==> config.mk <==
export PLATFORM = sky130hd
export DESIGN_NAME = cyclic_color_gradient
export DESIGN_NICKNAME = d
export VERILOG_FILES = /design/src/hdl/ccg_pkg.sv /design/src/hdl/ccg_palette.sv /design/src/hdl/ccg_div.sv /design/src/hdl/cyclic_color_gradient.sv
export SDC_FILE = /design/constraint.sdc
export NUM_CORES = 2
export LEC_CHECK = 0
export ABC_AREA = 0
export BUFFER_PORTS_ARGS = -buffer_cell sky130_fd_sc_hd__clkbuf_2
export CAP_MARGIN = 20
export CORE_AREA = 8 8 353 355
export CTS_CLUSTER_DIAMETER = 100
export DETAILED_ROUTE_END_ITERATION = 6
export DIE_AREA = 0 0 361 363
export PLACE_DENSITY = 0.57
export SLEW_MARGIN = 20
export SYNTH_ARGS = -nofsm -noshare
export SYNTH_HDL_FRONTEND = slang
export SYNTH_SLANG_ARGS = --single-unit
==> constraint.sdc <==
create_clock -name clk -period 16.61 [get_ports clk]
set_input_delay 0.8305 -clock clk [delete_from_list [all_inputs] [get_ports clk]]
set_output_delay 0.8305 -clock clk [all_outputs]
set_load 0.05 [all_outputs]
==> src/hdl/ccg_pkg.sv <==
package ccg_pkg;

	localparam int COLOR_W = 8;
	localparam int STEP_W  = 16;
	localparam int COUNT_W = 4;
	localparam int INDEX_W = 3;
	localparam int NUM_W   = STEP_W + COLOR_W;

	localparam int DEFAULT_PALETTE_DEPTH = 8;

	localparam logic [STEP_W-1:0]  STEP_RESET  = 16'd60;
	localparam logic [COUNT_W-1:0] COUNT_RESET = 4'd1;

	localparam logic CMD_TICK = 1'b0;
	localparam logic CMD_LOAD = 1'b1;

	localparam logic REG_STEP_TICKS  = 1'b0;
	localparam logic REG_COLOR_COUNT = 1'b1;

	typedef struct packed {
		logic [COLOR_W-1:0] red;
		logic [COLOR_W-1:0] green;
		logic [COLOR_W-1:0] blue;
	} rgb_t;

	typedef enum logic [2:0] {
		ST_IDLE,
		ST_READ,
		ST_MUL,
		ST_START,
		ST_DIV
	} state_t;

endpackage

==> src/hdl/ccg_palette.sv <==
module ccg_palette
	import ccg_pkg::*;
#(
	parameter int PALETTE_DEPTH = DEFAULT_PALETTE_DEPTH,
	parameter int AW = $clog2(PALETTE_DEPTH)
) (
	input  logic          clk,
	input  logic          wr_en,
	input  logic [AW-1:0] wr_addr,
	input  rgb_t          wr_data,
	input  logic          rd_en,
	input  logic [AW-1:0] rd_addr_cur,
	input  logic [AW-1:0] rd_addr_nxt,
	output rgb_t          rd_cur,
	output rgb_t          rd_nxt
);

	rgb_t mem [PALETTE_DEPTH];

	always_ff @(posedge clk) begin
		if (wr_en) begin
			mem[wr_addr] <= wr_data;
		end
	end

	always_ff @(posedge clk) begin
		if (rd_en) begin
			rd_cur <= mem[rd_addr_cur];
			rd_nxt <= mem[rd_addr_nxt];
		end
	end

endmodule

==> src/hdl/ccg_div.sv <==
module ccg_div
	import ccg_pkg::*;
(
	input  logic               clk,
	input  logic               arst_n,
	input  logic               start,
	input  logic [NUM_W-1:0]   num,
	input  logic [STEP_W-1:0]  den,
	output logic [COLOR_W-1:0] quo,
	output logic               done
);

	localparam int CNT_W = $clog2(COLOR_W + 1);

	logic [STEP_W-1:0]  rem_q;
	logic [COLOR_W-1:0] sh_q;
	logic [CNT_W-1:0]   cnt_q;
	logic [STEP_W:0]    trial;
	logic [STEP_W:0]    diff;
	logic               fits;

	// quotient is known to fit in COLOR_W bits, so the top of num starts below den
	assign trial = {rem_q, sh_q[COLOR_W-1]};
	assign diff  = trial - {1'b0, den};
	assign fits  = trial >= {1'b0, den};

	always_ff @(posedge clk or negedge arst_n) begin
		if (!arst_n) begin
			cnt_q <= '0;
		end else if (start) begin
			cnt_q <= CNT_W'(COLOR_W);
		end else if (cnt_q != '0) begin
			cnt_q <= cnt_q - 1'b1;
		end
	end

	always_ff @(posedge clk) begin
		if (start) begin
			rem_q <= num[NUM_W-1:COLOR_W];
			sh_q  <= num[COLOR_W-1:0];
		end else if (cnt_q != '0) begin
			rem_q <= fits ? diff[STEP_W-1:0] : trial[STEP_W-1:0];
			sh_q  <= {sh_q[COLOR_W-2:0], fits};
		end
	end

	assign quo  = sh_q;
	assign done = cnt_q == '0;

endmodule

==> src/hdl/cyclic_color_gradient.sv <==
// tick item: palette read, blend multiply and the 8-step serial divider per channel give
// a registered result; a load item gives no result. One item in flight at a time: a tick
// item holds the input until its result enters the output register, a load item does not.
// reset clears tick counter and segment, step_ticks to 60, color_count to 1
// palette entries are not cleared and hold nothing until loaded
module cyclic_color_gradient
	import ccg_pkg::*;
#(
	parameter int PALETTE_DEPTH = DEFAULT_PALETTE_DEPTH
) (
	input  logic               clk,
	input  logic               arst_n,
	input  logic               in_valid,
	output logic               in_ready,
	input  logic               cmd,
	input  logic [INDEX_W-1:0] entry_index,
	input  logic [COLOR_W-1:0] entry_red,
	input  logic [COLOR_W-1:0] entry_green,
	input  logic [COLOR_W-1:0] entry_blue,
	output logic               out_valid,
	input  logic               out_ready,
	output logic [COLOR_W-1:0] out_red,
	output logic [COLOR_W-1:0] out_green,
	output logic [COLOR_W-1:0] out_blue,
	output logic [INDEX_W-1:0] segment_now,
	input  logic               psel,
	input  logic               penable,
	input  logic               pwrite,
	input  logic [2:0]         paddr,
	input  logic [31:0]        pwdata,
	output logic [31:0]        prdata,
	output logic               pready
);

	localparam int AW    = $clog2(PALETTE_DEPTH);
	localparam int CMP_W = (AW + 1 > COUNT_W) ? AW + 1 : COUNT_W;

	state_t state_q, state_d;

	logic [STEP_W-1:0]  step_q;
	logic [COUNT_W-1:0] count_q;
	logic [STEP_W-1:0]  tick_q;
	logic [AW-1:0]      seg_q;

	logic in_accept, tick_accept, rd_en, mul_en, div_start, out_load;
	logic [STEP_W-1:0] step_eff, tick_inc, tick_nxt;
	logic [CMP_W-1:0]  count_eff, ld_ext, seg_ext;
	logic [AW-1:0]     seg_succ, seg_nxt, seg_after;
	logic              ld_in_range;

	rgb_t rd_cur, rd_nxt, wr_data;
	logic [NUM_W-1:0] num_r_q, num_g_q, num_b_q;
	logic [COLOR_W-1:0] quo_r, quo_g, quo_b;
	logic done_r, done_g, done_b;

	logic               out_valid_q;
	rgb_t               out_q;
	logic [INDEX_W-1:0] out_seg_q;

	function automatic logic [AW-1:0] succ(input logic [AW-1:0] s, input logic [CMP_W-1:0] c);
		logic [CMP_W-1:0] n;
		n = CMP_W'(s) + 1'b1;
		return (n >= c) ? '0 : n[AW-1:0];
	endfunction

	function automatic logic [NUM_W-1:0] blend_num(input logic [COLOR_W-1:0] c,
			input logic [COLOR_W-1:0] n, input logic [STEP_W-1:0] wc,
			input logic [STEP_W-1:0] wn);
		return NUM_W'(c) * NUM_W'(wc) + NUM_W'(n) * NUM_W'(wn);
	endfunction

	// configuration port
	assign pready = 1'b1;

	always_ff @(posedge clk or negedge arst_n) begin
		if (!arst_n) begin
			step_q  <= STEP_RESET;
			count_q <= COUNT_RESET;
		end else if (psel && penable && pwrite) begin
			unique case (paddr[2])
				REG_STEP_TICKS:  step_q  <= pwdata[STEP_W-1:0];
				REG_COLOR_COUNT: count_q <= pwdata[COUNT_W-1:0];
				default: ;
			endcase
		end
	end

	always_comb begin
		unique case (paddr[2])
			REG_STEP_TICKS:  prdata = {16'b0, step_q};
			REG_COLOR_COUNT: prdata = {28'b0, count_q};
			default:         prdata = '0;
		endcase
	end

	// effective settings
	always_comb begin
		step_eff  = (step_q == '0) ? STEP_W'(1) : step_q;
		count_eff = CMP_W'(count_q);
		if (count_eff == '0) begin
			count_eff = CMP_W'(1);
		end
		if (count_eff > CMP_W'(PALETTE_DEPTH)) begin
			count_eff = CMP_W'(PALETTE_DEPTH);
		end
	end

	assign in_accept   = in_valid && in_ready;
	assign tick_accept = in_accept && (cmd == CMD_TICK);

	assign tick_inc  = tick_q + 1'b1;
	assign seg_succ  = succ(seg_q, count_eff);
	assign tick_nxt  = (tick_inc >= step_eff) ? '0 : tick_inc;
	assign seg_nxt   = (tick_inc >= step_eff) ? seg_succ : seg_q;
	assign seg_after = seg_succ;

	always_ff @(posedge clk or negedge arst_n) begin
		if (!arst_n) begin
			tick_q <= '0;
			seg_q  <= '0;
		end else if (tick_accept) begin
			tick_q <= tick_nxt;
			seg_q  <= seg_nxt;
		end
	end

	// palette loads
	assign ld_ext      = CMP_W'(entry_index);
	assign ld_in_range = ld_ext < CMP_W'(PALETTE_DEPTH);
	assign wr_data     = '{red: entry_red, green: entry_green, blue: entry_blue};

	ccg_palette #(
		.PALETTE_DEPTH(PALETTE_DEPTH),
		.AW(AW)
	) u_palette (
		.clk(clk),
		.wr_en(in_accept && (cmd == CMD_LOAD) && ld_in_range),
		.wr_addr(ld_ext[AW-1:0]),
		.wr_data(wr_data),
		.rd_en(rd_en),
		.rd_addr_cur(seg_q),
		.rd_addr_nxt(seg_after),
		.rd_cur(rd_cur),
		.rd_nxt(rd_nxt)
	);

	// blend numerators, one register ahead of the dividers
	always_ff @(posedge clk) begin
		if (mul_en) begin
			num_r_q <= blend_num(rd_cur.red, rd_nxt.red, step_eff - tick_q, tick_q);
			num_g_q <= blend_num(rd_cur.green, rd_nxt.green, step_eff - tick_q, tick_q);
			num_b_q <= blend_num(rd_cur.blue, rd_nxt.blue, step_eff - tick_q, tick_q);
		end
	end

	ccg_div u_div_r (
		.clk(clk), .arst_n(arst_n), .start(div_start),
		.num(num_r_q), .den(step_eff), .quo(quo_r), .done(done_r)
	);

	ccg_div u_div_g (
		.clk(clk), .arst_n(arst_n), .start(div_start),
		.num(num_g_q), .den(step_eff), .quo(quo_g), .done(done_g)
	);

	ccg_div u_div_b (
		.clk(clk), .arst_n(arst_n), .start(div_start),
		.num(num_b_q), .den(step_eff), .quo(quo_b), .done(done_b)
	);

	// sequencer
	always_ff @(posedge clk or negedge arst_n) begin
		if (!arst_n) begin
			state_q <= ST_IDLE;
		end else begin
			state_q <= state_d;
		end
	end

	always_comb begin
		state_d = state_q;
		unique case (state_q)
			ST_IDLE:  if (tick_accept) state_d = ST_READ;
			ST_READ:  state_d = ST_MUL;
			ST_MUL:   state_d = ST_START;
			ST_START: state_d = ST_DIV;
			ST_DIV:   if (done_r && (!out_valid_q || out_ready)) state_d = ST_IDLE;
			default:  state_d = ST_IDLE;
		endcase
	end

	always_comb begin
		in_ready  = 1'b0;
		rd_en     = 1'b0;
		mul_en    = 1'b0;
		div_start = 1'b0;
		out_load  = 1'b0;
		unique case (state_q)
			ST_IDLE:  in_ready  = 1'b1;
			ST_READ:  rd_en     = 1'b1;
			ST_MUL:   mul_en    = 1'b1;
			ST_START: div_start = 1'b1;
			ST_DIV:   out_load  = done_r && (!out_valid_q || out_ready);
			default: ;
		endcase
	end

	// output register, a new item may enter while a result waits here
	assign seg_ext = CMP_W'(seg_q);

	always_ff @(posedge clk or negedge arst_n) begin
		if (!arst_n) begin
			out_valid_q <= 1'b0;
		end else if (out_load) begin
			out_valid_q <= 1'b1;
		end else if (out_ready) begin
			out_valid_q <= 1'b0;
		end
	end

	always_ff @(posedge clk) begin
		if (out_load) begin
			out_q     <= '{red: quo_r, green: quo_g, blue: quo_b};
			out_seg_q <= seg_ext[INDEX_W-1:0];
		end
	end

	assign out_valid   = out_valid_q;
	assign out_red     = out_q.red;
	assign out_green   = out_q.green;
	assign out_blue    = out_q.blue;
	assign segment_now = out_seg_q;

`ifndef SYNTHESIS
	a_no_overwrite: assert property (@(posedge clk) disable iff (!arst_n)
		out_load |-> (!out_valid_q || out_ready))
		else $error("result overwritten before it was taken");

	a_lanes_in_step: assert property (@(posedge clk) disable iff (!arst_n)
		(state_q == ST_DIV) |-> (done_r == done_g && done_g == done_b))
		else $error("divider lanes out of step");

	a_result_from_div: assert property (@(posedge clk) disable iff (!arst_n)
		$rose(out_valid_q) |-> ($past(state_q) == ST_DIV))
		else $error("result raised outside the divide phase");
`endif

endmodule

* Word level (Yosys, flattened, before mapping)
Memory sizes are Yosys's and may differ from the RTL's. A register that Yosys moved wholly into a read port is not among the register bits. Index checks and enable logic that the tools add are counted.
Storage, ports and cells: bits in registers 226, bits in latches 0, memory bits (writable) 192, memory bits (read-only) 0, bits of input ports 70, output and inout port bits 62, word-level logic and storage cells 119, memories 1
Operators by class: add/sub/neg operators 12, multiply operators 6, div/mod/pow operators 0, magnitude comparators 7, equality and inequality tests 6, shift operators 0, multiplexer cells 39, bitwise logic cells 2, reductions and logical operators 24
Memory list:
- u_palette.mem | words 8, width 24, read ports 2, clocked after Yosys merged registers in 2, write ports 1, line ccg_palette.sv:18 | rgb_t mem [PALETTE_DEPTH];
Operators by type and width (count):
- two-way mux 16 bit | 11
- multiplier 8 x 16 -> 24 bit | 6
- adder 24 bit | 3
- one-hot mux 32 bit (2 select lines) | 1
- subtractor 16 bit | 4
- >= comparator 17 x 16 -> 1 bit | 3
- two-way mux 8 bit | 6
- two-way mux 4 bit | 8
- adder 16 x 1 -> 16 bit, second input constant | 1
- >= comparator 16 bit | 1
- logical NOT 16 bit | 1
- one-hot mux 3 bit (5 select lines) | 1
- nonzero test 4 bit | 3
- subtractor 4 x 1 -> 4 bit, second input constant | 3
- two-way mux 1 bit | 9
- two-way mux 3 bit | 3
- logical NOT 4 bit | 2
- AND reduction 2 bit | 4
- nonzero test 2 bit | 4
- logical AND 1 bit | 7
- equality test 3 x 2 -> 1 bit, second input constant | 2
- adder 3 x 1 -> 4 bit, second input constant | 1
- >= comparator 4 bit | 1
- greater-than comparator 4 bit, second input constant | 1
- other kinds (8) | 10

* Longest topological paths before layout
word-level depth 7, depth in mapped cells 36, gate-level depth less buffers 35

* Cells and area by module
A second synthesis with hierarchy kept.
Second synthesis, totals: cells, all modules 4943, area, all modules 51013.9 um2
Modules (own cells, without submodules):
- cyclic_color_gradient | times used 1, cells each 3782, area each 33771.1 um2, seq. area each 4055.1 um2
- ccg_palette | times used 1, cells each 423, area each 10291.1 um2, seq. area each 7206.9 um2
- ccg_div | times used 3, cells each 246, area each 2317.2 um2, seq. area each 820.8 um2

* Worst setup path before layout
Ideal clock, no wire load.
path kind reg-to-reg, start point register step_q[12], end point register num_g_q[23] (data pin), library setup time 0.260 ns, arrival time 8.142 ns, data required time 16.350 ns, slack 8.209 ns, cell stages (with the launch flop) 35, path buffers 1, period minus slack after synthesis 8.401 ns, cells stage by stage dfrtp_1 nor4_1 a41o_1 inv_1 ha_1 fa_1 nor2b_1 o21ai_1 a21boi_1 o21ai_2 a21boi_1 o21a_1 or2_1 xor2_1 buf_2 nand2_1 fa_1 fa_1 fa_1 fa_1 inv_1 fa_1 inv_1 fa_1 inv_1 ha_1 a21oi_2 o211ai_1 a2111oi_2 o31a_1 o21ai_1 or3_1 o21ai_1 o21ai_1 xnor2_1
On the way: word-level cells in the longest chain between the ends 5
RTL lines:
- start: declaration | line cyclic_color_gradient.sv:40 | logic [STEP_W-1:0] step_q;
- start signal: assignment | line cyclic_color_gradient.sv:81 | REG_STEP_TICKS: step_q <= pwdata[STEP_W-1:0];
- logical NOT 16 bit | line cyclic_color_gradient.sv:98 | step_eff = (step_q == '0) ? STEP_W'(1) : step_q;
- two-way mux 16 bit * | line cyclic_color_gradient.sv:98
- subtractor 16 bit * | line cyclic_color_gradient.sv:151 | num_g_q <= blend_num(rd_cur.green, rd_nxt.green, step_eff - tick_q, tick_q);
- multiplier 8 x 16 -> 24 bit * | line cyclic_color_gradient.sv:69 | return NUM_W'(c) * NUM_W'(wc) + NUM_W'(n) * NUM_W'(wn);
- adder 24 bit * | line cyclic_color_gradient.sv:69
- end signal: assignment | line cyclic_color_gradient.sv:151
- end: declaration | line cyclic_color_gradient.sv:52 | logic [NUM_W-1:0] num_r_q, num_g_q, num_b_q;
Every way passes the cells marked *; elsewhere a longest branch is shown, timed or not. A chain may end at the register's enable or synchronous reset.

* Worst setup path after layout
start point register step_q[13], end point register num_b_q[21] (data pin)
On the way: word-level cells in the longest chain between the ends 5
RTL lines:
- logical NOT 16 bit | line cyclic_color_gradient.sv:98
- two-way mux 16 bit * | line cyclic_color_gradient.sv:98
- subtractor 16 bit * | line cyclic_color_gradient.sv:152 | num_b_q <= blend_num(rd_cur.blue, rd_nxt.blue, step_eff - tick_q, tick_q);
- multiplier 8 x 16 -> 24 bit * | line cyclic_color_gradient.sv:69
- adder 24 bit * | line cyclic_color_gradient.sv:69
- end signal: assignment | line cyclic_color_gradient.sv:152
- end: declaration | line cyclic_color_gradient.sv:52
Marked as above.

==> implementation parameters <==
Parameter                              Value

Critical path
  Crit. End Element    flip-flop
  Capturing element of the worst setup path    num_b_q[21]
  Data required time at the worst endpoint    16960 ps
  Critical Path Slowest Stage Cell    sky130_fd_sc_hd__fa_1
  Max incr delay on CP    590 ps
  Crit path arrival time    10530 ps
  R2r setup slk    around 6400 ps
  Worst reg2reg startpoint    step_q[13]
  Launching element of the worst setup path    step_q[13]
  Worst reg-to-reg path cell count    32
  Endpoint of the lowest-slack register-to-register path    num_b_q[21]
  Most Frequent Cell on Critical Path    sky130_fd_sc_hd__fa_1
  Launching element type of the critical path    flip-flop
  Maximum fanout along the worst path    24
  Kind of critical path    flip-flop to flip-flop

Synthesis
  Library cell with the largest summed area after synthesis    sky130_fd_sc_hd__fa_1
  Yosys Warn Count    0
  Synth cell types    78
  Most used DFF post-synth    sky130_fd_sc_hd__edfxtp_1
  Average instance area after synthesis    ~11 µm²
  Synth Cell Area    0.0472 mm²
  Largest cells by area after synthesis    sky130_fd_sc_hd__fa_1, sky130_fd_sc_hd__edfxtp_1, sky130_fd_sc_hd__ha_1, sky130_fd_sc_hd__inv_1, sky130_fd_sc_hd__and2_1
  Number of register bits inferred by synthesis    466
  Top-area cell type share of the netlist area    0.266
  Post-synth EDFFs    411
  Proportion of synthesized flip-flops having asynchronous set or reset    0.118
  Fraction of the yosys area taken by sequential cells    0.291
  Cell count after synthesis    4475

Die
  Top-Level Pins    132
  Area of the die    0.131 mm²
  Starting Density    0.397
  Placeable core region    0.119 mm²
  Standard-cell row count    about 130
  Die height    between 300 and 400 µm
  Horizontal die dimension    361 µm

Placement
  Count of placed standard cells including taps    5960
  Detailed placement HPWL    93000 µm
  GPL Wtd Cong    about 0.84
  Number of I/O port buffers    96

Clocking
  Count of cells resized by post-cts repair    0
  CTS root buffer    sky130_fd_sc_hd__clkbuf_16
  Latest clock arrival within the worst-skew pair    690 ps
  Number of buffers on the longest clock path    3
  Quantity of hold-fixing buffers added after cts    0
  CTS buffer count    57
  H-tree lvl count    2
  Number of clock sinks seen by CTS    466
  Clock transition at the register clock pins on the worst setup and hold paths after CTS    60 ps
  TritonCTS clock tree    done
  Post-CTS setup-driven buffer insertion count    0

STA
  Upper clock frequency limit    0.0982 GHz
  Final min period    10180 ps
  Max-slew headroom    0.336
  Transition time at the pin with the least slew margin    997 ps
  Final count of pins violating max slew    0
  Setup Total Neg Slack    0 ps
  Setup repair after global routing missed its margin    false
  Number of failing hold endpoints at the final stage    0
  Number of failing setup endpoints in the final timing report    0
  Tcrit/Tclk final    0.613
  Worst hold-check slack    333 ps
  Setup clock skew after layout    78.6 ps

Global routing
  Largest net degree at the start of global routing    68
  Total track usage    0.196
  Antenna violations before repair    3
  First-pass GRT wire length    199000 µm
  Vias in the first global route    between 30k and 40k
  Grt ovf    0

Route
  Avg WL per Cell    21.1 µm
  Post-route antenna net violation count    0
  DRC errors left    0
  Via/cell ratio    5.24
  Violation count after the first detailed-routing iteration    2060
  Routed vias    31.8k
  Aggregate routed wire length    ~130000 µm
  Length of the first detailed-routing pass in iterations    6

Layout
  Final std cells w/o fill    6065
  FILL cells    11.4k
  Area growth from synthesis to final layout    8.58%
  Post-layout net count    roughly 5.5k
  Share of final-layout standard cells stronger than drive strength 1    0.0959

Run status
  Outcome    finished clean

Min path
  Kind of path behind the tightest hold check    primary input to async pin

Job
  Max-cap violations    0
[layer usage]
layer	GRT usage	wire length [µm]	share of wire
met1	0.251	54100	0.42
met2	0.348	63400	0.50
met3	0.0232	6320	0.049
met4	0.0602	4010	0.031
met5	0	0	0
[logic make-up (layout without fill, tap and decap cells)]
family                     count (synthesis)  after routing  synth area share
and+or+nand+nor                         1247           1247             0.128
buffers and inverters                   1025           1051            0.0846
adders and majority gates                932            932             0.347
DFF                                      466            466             0.291
AOI/OAI and AO/OA                        451            451            0.0623
muxes                                    219            219            0.0629
xor gates and xnor gates                 133            133            0.0247
other                                      2             18          0.000159
[cell usage in the layout (no fill, tap or decap), drive strengths merged, types with 7 or more instances in the layout]
cell / n
o21ai: 116
ha: 304
buf: 61
o21a: 19
dfrtp: 50
inv: 791
a21oi: 117
a21o: 54
nor2: 124
o22ai: 28
or3: 7
xor2: 33
fa: 628
nor4: 10
nor2b: 34
nand2: 556
mux2i: 93
o211ai: 9
a31oi: 15
and3: 21
edfxtp: 411
mux4: 55
clkbuf: 169
nand3: 44
a222oi: 17
nand2b: 37
a211oi: 8
o31ai: 11
xnor2: 100
clkinv: 18
bufinv: 7
or2: 7
mux2: 71
nor3: 18
conb: 17
nand4: 20
o21bai: 10
and2: 354
a221oi: 8
[layout make-up]
type                            instances  area, µm²  area share
Antenna cell                            1       2.50   0.0000488
Sequential cell                       466      13700       0.268
Clock inverter                         30        435     0.00849
Tap cell                             1548       1940      0.0378
Clock buffer                           74       1520      0.0296
Inverter                              791       2970      0.0579
Timing Repair Buffer                  156        931      0.0182
Multi-Input combinational cell       2999      29800       0.580
[stage by stage]
| stage | worst slack (ps) | util | cell area, µm² |
|---|---|---|---|
| final | 6430 | 0.431 | 51300 |
| after floorplan | 8210 | - | 47300 |
| after global placement | 6520 | 0.414 | 49300 |
| after global routing | 5980 | 0.431 | 51300 |
| after detailed placement | 6550 | 0.414 | 49300 |
| after CTS | 6490 | 0.431 | 51300 |
[cells in the mapped netlist (37+ instances only)]
library cell	n
sky130_fd_sc_hd__inv_1	791
sky130_fd_sc_hd__fa_1	628
sky130_fd_sc_hd__nand2_1	556
sky130_fd_sc_hd__edfxtp_1	411
sky130_fd_sc_hd__and2_1	354
sky130_fd_sc_hd__ha_1	304
sky130_fd_sc_hd__clkbuf_1	180
sky130_fd_sc_hd__nor2_1	124
sky130_fd_sc_hd__a21oi_1	113
sky130_fd_sc_hd__xnor2_1	100
sky130_fd_sc_hd__mux2i_1	93
sky130_fd_sc_hd__o21ai_0	91
sky130_fd_sc_hd__mux2_2	71
sky130_fd_sc_hd__mux4_2	55
sky130_fd_sc_hd__a21o_1	54
sky130_fd_sc_hd__dfrtp_1	50
sky130_fd_sc_hd__nand3_1	44
sky130_fd_sc_hd__nand2b_1	37
[flip-flops by register name, summed over array words and instances (netlist names), 3 cells and up]
signal	flops
num_g_q	24
out_blue	8
u_div_b.rem_q	16
out_green	8
state_q	3
u_div_g.quo	8
step_q	16
u_div_g.rem_q	16
num_r_q	24
tick_q	16
u_div_r.rem_q	16
seg_q	3
u_palette.rd_cur	24
out_red	8
u_palette.rd_nxt	24
u_palette.mem	192
count_q	4
segment_now	3
u_div_r.quo	8
u_div_g.cnt_q	4
u_div_b.cnt_q	4
num_b_q	24
u_div_r.cnt_q	4
u_div_b.quo	8
[worst min-delay path by stage]
stage,from,to
after global placement,u_div_r.quo[5],out_red[5]
after detailed placement,u_div_g.quo[0],out_green[0]
after global routing,arst_n,u_div_r.cnt_q[2]
after CTS,arst_n,u_div_r.cnt_q[3]
final,arst_n,u_div_r.cnt_q[3]
after floorplan,seg_q[2],segment_now[2]
[worst max-delay path: cells and delay by family, from the launching register on]
family                   cells  cell delay [ps]
AND/OR/NAND/NOR              8             1720
flip-flops                   1              430
AO/OA/AOI/OAI                8             2260
adder cells (fa/ha/maj)      9             4150
XOR/XNOR                     2              700
buffers and inverters        5              600
Power is not shown: default switching activity piles up to over one toggle a cycle in this logic, so the estimate is an artifact.
